**config.mk**
```make
export PLATFORM = sky130hd
export DESIGN_NAME = pcm_nearest_resampler
export DESIGN_NICKNAME = d
export VERILOG_FILES = /design/src/sv/pnr_pkg.sv /design/src/sv/pcm_nearest_resampler.sv
export SDC_FILE = /design/constraint.sdc
export NUM_CORES = 1
export LEC_CHECK = 0
export ABC_AREA = 1
export BUFFER_PORTS_ARGS = -buffer_cell sky130_fd_sc_hd__buf_2
export CORE_ASPECT_RATIO = 1.25
export CORE_MARGIN = 1
export CORE_UTILIZATION = 60
export CTS_CLUSTER_DIAMETER = 80
export DETAILED_ROUTE_END_ITERATION = 16
export MAX_ROUTING_LAYER = met4
export PLACE_DENSITY_LB_ADDON = 0.2
export SLEW_MARGIN = 5
export SYNTH_ARGS = -nofsm -noshare
export SYNTH_HDL_FRONTEND = slang
export SYNTH_SLANG_ARGS = --single-unit
export TNS_END_PERCENT = 1
```
**constraint.sdc**
```tcl
create_clock -name clk -period 6.3 [get_ports clk]
set_input_delay 0 -clock clk [delete_from_list [all_inputs] [get_ports clk]]
set_output_delay 0 -clock clk [all_outputs]
set_load 0.05 [all_outputs]
```
**src/sv/pnr_pkg.sv**
```systemverilog
`default_nettype none

package pnr_pkg;

    // fixed widths of the datapath
    localparam int FRAC_BITS  = 8;
    localparam int ACC_W      = 36;
    localparam int IDX_W      = 24;
    localparam int STEP_W     = 13;
    localparam int SAMPLE_W   = 16;
    localparam int MAX_OUT    = 16;
    localparam int BURST_W    = $clog2(MAX_OUT + 1);
    localparam int CFG_IDX_W  = 2;

    // reset values of the registers
    localparam logic [STEP_W-1:0] STEP_RESET = STEP_W'(256);

    // register indexes on the configuration port
    localparam logic [CFG_IDX_W-1:0] CFG_STEP_Q8      = 2'd0;
    localparam logic [CFG_IDX_W-1:0] CFG_IN_IS_16BIT  = 2'd1;
    localparam logic [CFG_IDX_W-1:0] CFG_OUT_IS_16BIT = 2'd2;
    localparam logic [CFG_IDX_W-1:0] CFG_OUT_COUNT    = 2'd3;

    // sequencer states
    typedef enum logic [1:0] {
        ST_IDLE = 2'b01,
        ST_RUN  = 2'b10
    } state_t;

    // raw input bits to the output word format
    function automatic logic [SAMPLE_W-1:0] conv_sample(
        input logic [SAMPLE_W-1:0] raw,
        input logic                in16,
        input logic                out16
    );
        logic [SAMPLE_W-1:0] biased;
        logic [SAMPLE_W-1:0] s;
        biased = in16 ? (raw ^ 16'h8000) : {raw[7:0], 8'h00};
        s      = biased ^ 16'h8000;
        conv_sample = out16 ? s : {{8{s[15]}}, s[15:8]};
    endfunction

endpackage

`default_nettype wire

```
**src/sv/pcm_nearest_resampler.sv**
```systemverilog
`default_nettype none

// channel  dir  handshake             payload
// s_*      in   s_tvalid / s_tready   tdata: in_sample, tuser: start_req
// m_*      out  m_tvalid / m_tready   tdata: out_sample, tlast: last
// cfg_*    in   cfg_valid / cfg_ready cfg_index: register, cfg_data: value
//
// an input word with k output words (k at most 16) is taken in while idle; each
// output then goes through the single add/compare unit, and a closing step ends the
// burst and advances the source index; a stalled m_tready holds the outputs back.
// reset (rst_n low, asynchronous) clears the counters and the control registers.
// s_tready is high only between bursts; cfg writes are always taken.

module pcm_nearest_resampler (
    input  wire logic                          clk,
    input  wire logic                          rst_n,
    input  wire logic                          s_tvalid,
    output logic                               s_tready,
    input  wire logic [pnr_pkg::SAMPLE_W-1:0]  s_tdata,   // [15:0] in_sample
    input  wire logic                          s_tuser,   // [0] start_req
    output logic                               m_tvalid,
    input  wire logic                          m_tready,
    output logic [pnr_pkg::SAMPLE_W-1:0]       m_tdata,   // [15:0] out_sample
    output logic                               m_tlast,
    input  wire logic                          cfg_valid,
    output logic                               cfg_ready,
    input  wire logic [pnr_pkg::CFG_IDX_W-1:0] cfg_index,
    input  wire logic [pnr_pkg::IDX_W-1:0]     cfg_data
);
    import pnr_pkg::*;

    state_t                state_reg, state_next;
    logic [STEP_W-1:0]     step_reg, step_next;
    logic                  in16_reg, in16_next;
    logic                  out16_reg, out16_next;
    logic [IDX_W-1:0]      count_reg, count_next;
    logic [ACC_W-1:0]      acc_reg, acc_next;
    logic [IDX_W-1:0]      src_reg, src_next;
    logic [IDX_W-1:0]      dst_reg, dst_next;
    logic [BURST_W-1:0]    burst_reg, burst_next;
    logic [SAMPLE_W-1:0]   sample_reg, sample_next;
    logic                  m_tvalid_reg, m_tvalid_next;
    logic [SAMPLE_W-1:0]   m_tdata_reg, m_tdata_next;
    logic                  m_tlast_reg, m_tlast_next;

    logic                  in_take;
    logic                  out_free;
    logic                  pending;
    logic                  emit;
    logic [IDX_W-1:0]      dst_inc;

    assign s_tready  = (state_reg == ST_IDLE);
    assign cfg_ready = 1'b1;
    assign m_tvalid  = m_tvalid_reg;
    assign m_tdata   = m_tdata_reg;
    assign m_tlast   = m_tlast_reg;

    assign in_take  = s_tvalid && s_tready;
    assign out_free = !m_tvalid_reg || m_tready;

    // shared unit: source index compare, count compare and accumulator add
    assign dst_inc = dst_reg + 1'b1;
    assign pending = (burst_reg < BURST_W'(MAX_OUT)) && (dst_reg < count_reg)
                  && (acc_reg[ACC_W-1:FRAC_BITS]
                      <= {{(ACC_W-FRAC_BITS-IDX_W){1'b0}}, src_reg});
    assign emit    = (state_reg == ST_RUN) && pending && out_free;

    // configuration writes
    always_comb
    begin
        step_next  = step_reg;
        in16_next  = in16_reg;
        out16_next = out16_reg;
        count_next = count_reg;
        if (cfg_valid && cfg_ready)
        begin
            unique case (cfg_index)
                CFG_STEP_Q8:      step_next  = cfg_data[STEP_W-1:0];
                CFG_IN_IS_16BIT:  in16_next  = cfg_data[0];
                CFG_OUT_IS_16BIT: out16_next = cfg_data[0];
                CFG_OUT_COUNT:    count_next = cfg_data;
            endcase
        end
    end

    // sequencer and counters
    always_comb
    begin
        state_next  = state_reg;
        acc_next    = acc_reg;
        src_next    = src_reg;
        dst_next    = dst_reg;
        burst_next  = burst_reg;
        sample_next = sample_reg;
        unique case (state_reg)
            ST_IDLE:
            begin
                if (in_take)
                begin
                    sample_next = conv_sample(s_tdata, in16_reg, out16_reg);
                    burst_next  = '0;
                    if (s_tuser)
                    begin
                        acc_next = '0;
                        src_next = '0;
                        dst_next = '0;
                    end
                    state_next = ST_RUN;
                end
            end
            ST_RUN:
            begin
                if (!pending)
                begin
                    src_next   = src_reg + 1'b1;
                    state_next = ST_IDLE;
                end
                else if (emit)
                begin
                    acc_next   = acc_reg + {{(ACC_W-STEP_W){1'b0}}, step_reg};
                    dst_next   = dst_inc;
                    burst_next = burst_reg + 1'b1;
                end
            end
        endcase
    end

    // output register
    always_comb
    begin
        m_tvalid_next = m_tvalid_reg;
        m_tdata_next  = m_tdata_reg;
        m_tlast_next  = m_tlast_reg;
        if (emit)
        begin
            m_tvalid_next = 1'b1;
            m_tdata_next  = sample_reg;
            m_tlast_next  = (dst_inc == count_reg);
        end
        else if (m_tready)
        begin
            m_tvalid_next = 1'b0;
        end
    end

    // control state
    always_ff @(posedge clk or negedge rst_n)
    begin
        if (!rst_n)
        begin
            state_reg    <= ST_IDLE;
            step_reg     <= STEP_RESET;
            in16_reg     <= 1'b0;
            out16_reg    <= 1'b0;
            count_reg    <= '0;
            acc_reg      <= '0;
            src_reg      <= '0;
            dst_reg      <= '0;
            burst_reg    <= '0;
            m_tvalid_reg <= 1'b0;
        end
        else
        begin
            state_reg    <= state_next;
            step_reg     <= step_next;
            in16_reg     <= in16_next;
            out16_reg    <= out16_next;
            count_reg    <= count_next;
            acc_reg      <= acc_next;
            src_reg      <= src_next;
            dst_reg      <= dst_next;
            burst_reg    <= burst_next;
            m_tvalid_reg <= m_tvalid_next;
        end
    end

    // payload
    always_ff @(posedge clk)
    begin
        sample_reg  <= sample_next;
        m_tdata_reg <= m_tdata_next;
        m_tlast_reg <= m_tlast_next;
    end

`ifndef SYNTH
    a_burst_limit: assert property (@(posedge clk) disable iff (!rst_n)
        burst_reg <= BURST_W'(MAX_OUT))
        else $error("burst count beyond limit");

    a_emit_advances: assert property (@(posedge clk) disable iff (!rst_n)
        emit |=> m_tvalid_reg && (dst_reg == $past(dst_inc)))
        else $error("emitted word did not advance output index");

    a_take_starts_burst: assert property (@(posedge clk) disable iff (!rst_n)
        in_take |=> (state_reg == ST_RUN) && !s_tready && (burst_reg == '0))
        else $error("accepted word did not start a burst");
`endif

endmodule

`default_nettype wire

```
==> results_dict.tcl, run 1 <==
set metrics [dict create \
    outcome "finished, final reports clean" \
    final_hold_viol_count 0 \
    cts_post_setup_buffers_inserted 0 \
    clk_pin_slew_ns 0.07 \
    preCtsSetupSlack_ns 3.17 \
    globalplace.congestion 0.953 \
    relative_contribution_of_combinational_cells_to_total_power_pct 38.9 \
    vias 10229 \
    post_synth_and_or_nand_nor_area_fraction_pct 34.4 \
    netlist.area_leader.share_pct 29.8 \
    synthAdderAreaFrac_pct 7.58 \
    vias_per_cell 5.52 \
    main_combinational_cell_family_by_area_after_synthesis "simple AND/OR/NAND/NOR gates" \
    chipHeight_microns 152 \
    drtIter0Drc 673 \
    irDropWorstVdd_uv 334 \
    synth_largest_area_cell "sky130_fd_sc_hd__dfrtp_1" \
    initial_core_util_pct 61.6 \
    routed_wire_length_per_instance_microns 15.0 \
    worstMarginPinSlew_ns 1.19 \
    n_diodes 0 \
    maximum_clock_frequency_ghz 0.312 \
    place.detailed.instances 1773 \
    rsz0062_at_grt "no" \
    clock_tree.buffer_depth 2 \
    cp.required_ns 6.68 \
    fin_tns_setup_ns 0 \
    grt_usage_pct 32.7 \
    grt_pass1_vias 10039 \
    ys.flop_type "sky130_fd_sc_hd__dfrtp_1" \
    total_nets_final 1728 \
    fin_worst_skew_ns 0.0143 \
    switchingPower_w 0.00182 \
    clock-root-buffer "sky130_fd_sc_hd__clkbuf_16" \
    post_synth_xor_area_fraction_pct 4.01 \
    max-cap-violations 0 \
    count_of_cell_types_in_the_netlist 38 \
    arrival_ns 3.59 \
    synth_most_common_cell "sky130_fd_sc_hd__nand2_1" \
    synth_top_cells_by_area "sky130_fd_sc_hd__dfrtp_1 (30%), sky130_fd_sc_hd__nand2_1 (18%), sky130_fd_sc_hd__edfxtp_1 (9.2%)" \
    syn_inst 1520 \
    count_of_flip_flops_with_a_built_in_enable_after_synthesis 33 \
    synth_sequential_area_ratio_pct 39.5 \
    routed_wl_microns 27700 \
    critical_path.max_fanout 69 \
    detail_route.drc_violations 0 \
    crit_path_slowest_cell "sky130_fd_sc_hd__nor2_2" \
    finalMaxSlewViolations 0 \
    die_width_microns 122 \
    clock_power_share_pct 26.3 \
    max-slew-margin-rel_pct 20.3 \
    synth-async-reset-ratio_pct 79.9 \
    cts_htree_levels 4 \
    floorplan.die_area_sq_um 18600 \
    synth_nets 1633 \
    holdCritPathClass "input pin to register" \
    worst_path_largest_cell_delay_ns 0.70 \
    placement_rows 54 \
    placed_area_sq_um 11300 \
    ys.warnings.count 0 \
    grt-ovfl-total 0 \
    layout_min_cycle_time_ns 3.21 \
    reg2reg_setup_slack_ns 3.09 \
    final-setup-viol-count 0 \
    cts.sinks 164 \
    tritoncts "done" \
    synth.cell_area_sq_um 10800 \
    power-per-cell-area_nw_per_um2 326 \
    drive_above_1_share_pct 7.56 \
    switching_share_pct 45.2 \
    final_standard_cell_count_with_taps_included_and_fillers_excluded 1852 \
    worst_path_class_setup "register to register" \
    crit_path_cell_trace "inv_1 > nor2_2 > inv_2 > buf_4 > nand2_1 > nand2_2 > buf_4 > nand2_2 > buf_4 > nand2_1 > nand2_1" \
    area_grow_syn2layout_pct 14.0 \
    firstDrtPassIters 5 \
    cts-hold-fix-buffers 47 \
    fillCellCount 1442 \
    fraction_of_the_mapped_netlist_area_in_compound_gates_pct 6.58 \
    final_critical_path_setup_slack_ns 3.09 \
    grt_pass1_wl_microns 46500 \
    critPathLaunchType "register" \
    end_kind "register" \
    core_area_sq_um 17600 \
    number_of_primary_i_o_pins 68 \
    final_min_period_over_clock_period_pct 50.9 \
    post_cts_resize_count 0 \
    ys_ff_latch 164 \
    largest_net_degree_at_the_start_of_global_routing 79 \
    number_of_antenna_violations_at_the_first_check_in_global_routing 0 \
    final_cell_area_sq_um 12300 \
    cts-buffers-inserted 17 \
    p_int_w 0.00220 \
    detailedPlacementHpwl_microns 19000 \
    synth_mux_area_share_pct 0.0925 \
    buffer_ports.inserted 66 \
    drt.antenna.violating_nets 0 \
    power.static_leakage_nw 6.24 \
    clk_latency_ns 0.44 \
    largest_register_ffs 36 \
    power.share.sequential_pct 34.8 \
    syn_area_per_cell_sq_um 7.12 \
    timing.hold.ws_ns 0.0172 \
    post_synth_most_frequent_cells "sky130_fd_sc_hd__nand2_1 (510), sky130_fd_sc_hd__nor2_1 (188), sky130_fd_sc_hd__inv_1 (163), sky130_fd_sc_hd__nand3_1 (137), sky130_fd_sc_hd__dfrtp_1 (129)" \
]
[power groups by stage]
stage                     clock (W)  sequential [W]  combinational (W)
after detailed placement          0         0.00142            0.00152
after floorplan                   0         0.00155            0.00108
final                       0.00106         0.00140            0.00156
after CTS                   0.00107         0.00140            0.00156
after global placement            0         0.00141            0.00149
after global routing        0.00111         0.00141            0.00174
[cell usage in the layout (no fill, tap or decap), types with 6 or more instances in the layout]
master and instances:
sky130_fd_sc_hd__nand2_1 510, sky130_fd_sc_hd__dlygate4sd3_1 47, sky130_fd_sc_hd__nor2_1 188, sky130_fd_sc_hd__buf_2 65, sky130_fd_sc_hd__nand4_1 21, sky130_fd_sc_hd__xnor2_1 10
sky130_fd_sc_hd__o21ai_0 56, sky130_fd_sc_hd__a21oi_1 52, sky130_fd_sc_hd__ha_1 64, sky130_fd_sc_hd__edfxtp_1 33, sky130_fd_sc_hd__o21bai_1 8, sky130_fd_sc_hd__nor2_2 6
sky130_fd_sc_hd__xor2_1 37, sky130_fd_sc_hd__inv_1 163, sky130_fd_sc_hd__dfrtp_1 129, sky130_fd_sc_hd__clkbuf_16 17, sky130_fd_sc_hd__nand3b_1 6, sky130_fd_sc_hd__nand3_1 136
sky130_fd_sc_hd__o22ai_1 7, sky130_fd_sc_hd__clkinv_8 7, sky130_fd_sc_hd__nor3_1 15
[metrics by stage]
stage | total power [W] | util (%)
detailed placement | 0.00294 | 64.1
global route | 0.00426 | 70.2
floorplan | 0.00263 | -
finish | 0.00402 | 70.2
CTS | 0.00402 | 70.2
global placement | 0.00289 | 64.1
[logic make-up (layout without fill, tap and decap cells)]
logic type | Yosys count | in the layout
multiplexers | 1 | 1
adder cells (fa/ha/maj) | 65 | 65
buffers and inverters | 208 | 316
AO/OA/AOI/OAI | 132 | 132
AND/OR/NAND/NOR | 901 | 901
other | 1 | 1
XOR/XNOR | 48 | 48
flip-flops | 164 | 164
[worst paths after layout]
path,endpoint,from,cells past startpoint
max,dst_reg[21],state_reg[1],11
min,sample_reg[1],s_tdata[1],3
max reg2reg,dst_reg[21],state_reg[1],11
min reg2reg,m_tdata[11],sample_reg[11],0
max in group asynchronous,acc_reg[33],rst_n,3
min in group asynchronous,count_reg[11],rst_n,2
[layout make-up]
cell class | count | area [sq um] | area share, %
tap | 224 | 280 | 2.27
inverter | 166 | 623 | 5.05
sequential | 164 | 4270 | 34.6
clock buffer | 17 | 425 | 3.45
multi-input combinational | 1148 | 5710 | 46.2
timing repair buffer | 118 | 845 | 6.84
clock inverter | 15 | 188 | 1.52
[worst max-delay path, delay by kind of cell, from the launching register on]
kind | cells | cell delay, ns
and+or+nand+nor | 6 | 1.35
DFF | 1 | 0.35
buffers and inverters | 5 | 1.40
[routing by layer]
metal	wire, microns	vias to the layer above	track usage [%]	share of wire (%)
met3	1430	110	4.90	5.2
met5	0	-	-	0
met4	1430	0	18.0	5.2
met2	14000	348	56.0	51
met1	10800	4714	35.8	39
li1	-	5057	-	-
Note: power is estimated with default switching activity, not from simulation.
==> inputs of run 2 (changes only) <==
- clock period: 6.3 -> 3.05 ns (I/O delays scaled with it)
==> results_dict.tcl, run 2 (synthesized netlist as in run 1, its figures left out) <==
set metrics [dict create \
    detailedPlacementHpwl_microns 19100 \
    final_hold_viol_count 0 \
    end_kind "register" \
    power-per-cell-area_nw_per_um2 673 \
    vias 10199 \
    clock_tree.buffer_depth 2 \
    outcome "finished, final reports clean" \
    clk_latency_ns 0.44 \
    clock-root-buffer "sky130_fd_sc_hd__clkbuf_16" \
    met2_track_demand_over_resource_pct 56.5 \
    grt-ovfl-total 0 \
    number_of_primary_i_o_pins 68 \
    final-setup-viol-count 0 \
    finalMaxSlewViolations 0 \
    final_common_cell "sky130_fd_sc_hd__nand2_1" \
    grt_pass1_vias 10033 \
    maximum_clock_frequency_ghz 0.381 \
    worstMarginPinSlew_ns 0.906 \
    arrival_ns 2.99 \
    grt_pass1_wl_microns 46600 \
    cts_post_setup_buffers_inserted 0 \
    vias_per_cell 5.49 \
    total_nets_final 1733 \
    global_route.usage.met3_pct 3.85 \
    detail_route.drc_violations 0 \
    placement_rows 54 \
    die_width_microns 122 \
    area_grow_syn2layout_pct 14.4 \
    globalplace.congestion 0.952 \
    max-slew-margin-rel_pct 39.5 \
    routed_wl_microns 27900 \
    cts-buffers-inserted 17 \
    worst_path_largest_cell_delay_ns 0.53 \
    crit_family "simple AND/OR/NAND/NOR gates" \
    final_min_period_over_clock_period_pct 86.0 \
    drtIter0Drc 764 \
    routed_wire_length_per_instance_microns 15.0 \
    largest_register_ffs 36 \
    n_diodes 0 \
    critical_path.max_fanout 57 \
    core_area_sq_um 17600 \
    drive_above_1_share_pct 7.84 \
    post_cts_resize_count 0 \
    fin_worst_skew_ns 0.0147 \
    critPathMostFrequentCell "sky130_fd_sc_hd__nand2_1" \
    preCtsSetupSlack_ns 0.510 \
    crit_path_slowest_cell "sky130_fd_sc_hd__buf_4" \
    chipHeight_microns 152 \
    crit_buf_inv 3 \
    cts.sinks 164 \
    max-cap-violations 0 \
    critPathLaunchType "register" \
    rsz0062_at_grt "no" \
    tritoncts "done" \
    cp.required_ns 3.42 \
    global_route_met1_usage_pct 37.0 \
    clk_pin_slew_ns 0.08 \
    crit_path_cell_trace "inv_1 > ha_1 > nand2_1 > inv_1 > nand2_1 > nor2_1 > nand2_1 > nand3_1 > nand2_1 > nand2_1 > nand2_2 > nand3_1 > nand2_2 > nand2_2 > buf_4 > nand2_1 > nand2_1" \
    grt_usage_pct 32.6 \
    fin_tns_setup_ns 0 \
    timing.hold.ws_ns 0.00105 \
    power.static_leakage_nw 6.26 \
    number_of_antenna_violations_at_the_first_check_in_global_routing 0 \
    buffer_ports.inserted 66 \
    cts_htree_levels 4 \
    final_critical_path_setup_slack_ns 0.427 \
    irDropWorstVdd_uv 807 \
    layout_common_cells "sky130_fd_sc_hd__nand2_1 (510), sky130_fd_sc_hd__nor2_1 (188), sky130_fd_sc_hd__inv_1 (163), sky130_fd_sc_hd__nand3_1 (136), sky130_fd_sc_hd__dfrtp_1 (129)" \
    top_usage_layer "met2" \
    firstDrtPassIters 6 \
    initial_core_util_pct 61.6 \
    fillCellCount 1472 \
    floorplan.die_area_sq_um 18600 \
    drt.antenna.violating_nets 0 \
    holdCritPathClass "input pin to register" \
    worst_path_class_setup "register to register" \
    largest_net_degree_at_the_start_of_global_routing 87 \
    layout_min_cycle_time_ns 2.62 \
]
[run 2: path summary, 6_finish.rpt]
path	from	to	slack [ns]	depth (start not counted)
min	s_tvalid	state_reg[1]	0.001	5
max in group asynchronous	rst_n	step_reg[8]	2.02	3
max	src_reg[11]	dst_reg[17]	0.43	17
min reg2reg	sample_reg[8]	m_tdata[8]	0.42	0
min in group asynchronous	rst_n	in16_reg	0.22	2
max reg2reg	src_reg[11]	dst_reg[17]	0.43	17
[run 2: where the power goes]
part           leakage, nW  internal [W]  switching [W]  total (W)
registers             2.03       0.00264       0.000246    0.00288
logic                 3.95      0.000880        0.00244    0.00332
clock network        0.279       0.00109        0.00103    0.00213
[run 2: layout make-up]
| class | count | area (sq um) | share of cell area (%) |
|---|---|---|---|
| sequential | 164 | 4270 | 34.5 |
| tap | 224 | 280 | 2.26 |
| inverter | 166 | 623 | 5.03 |
| clock inverter | 15 | 166 | 1.34 |
| clock buffer | 17 | 425 | 3.44 |
| timing repair buffer | 123 | 907 | 7.33 |
| multi-input combinational | 1148 | 5710 | 46.1 |
[run 2: timing repair]
action,CTS,global route
hold buffers,47,0
endpoints found under the setup margin,0,0
endpoints found under the hold margin,137,0
[run 2: tightest hold or removal path: cells and delay by family]
kind	cells	cell delay, ns
and+or+nand+nor	3	0.23
buffers and inverters	2	0.17
[run 2: per-layer routing]
layer | vias to the layer above | part of all wire [%]
met3 | 77 | 4.6
met2 | 321 | 52
met5 | - | 0
li1 | 5062 | -
met1 | 4739 | 40
met4 | 0 | 3.6
[run 2: through the flow]
step / power, W / utilization (%) / std cells / cell area (sq um)
floorplan: 0.00543 / - / 1520 / 10800
global placement: 0.00607 / 64.4 / 1778 / 11300
detailed placement: 0.00616 / 64.4 / 1778 / 11300
CTS: 0.00835 / 70.5 / 1857 / 12400
global route: 0.00882 / 70.5 / 1857 / 12400
finish: 0.00833 / 70.5 / 1857 / 12400
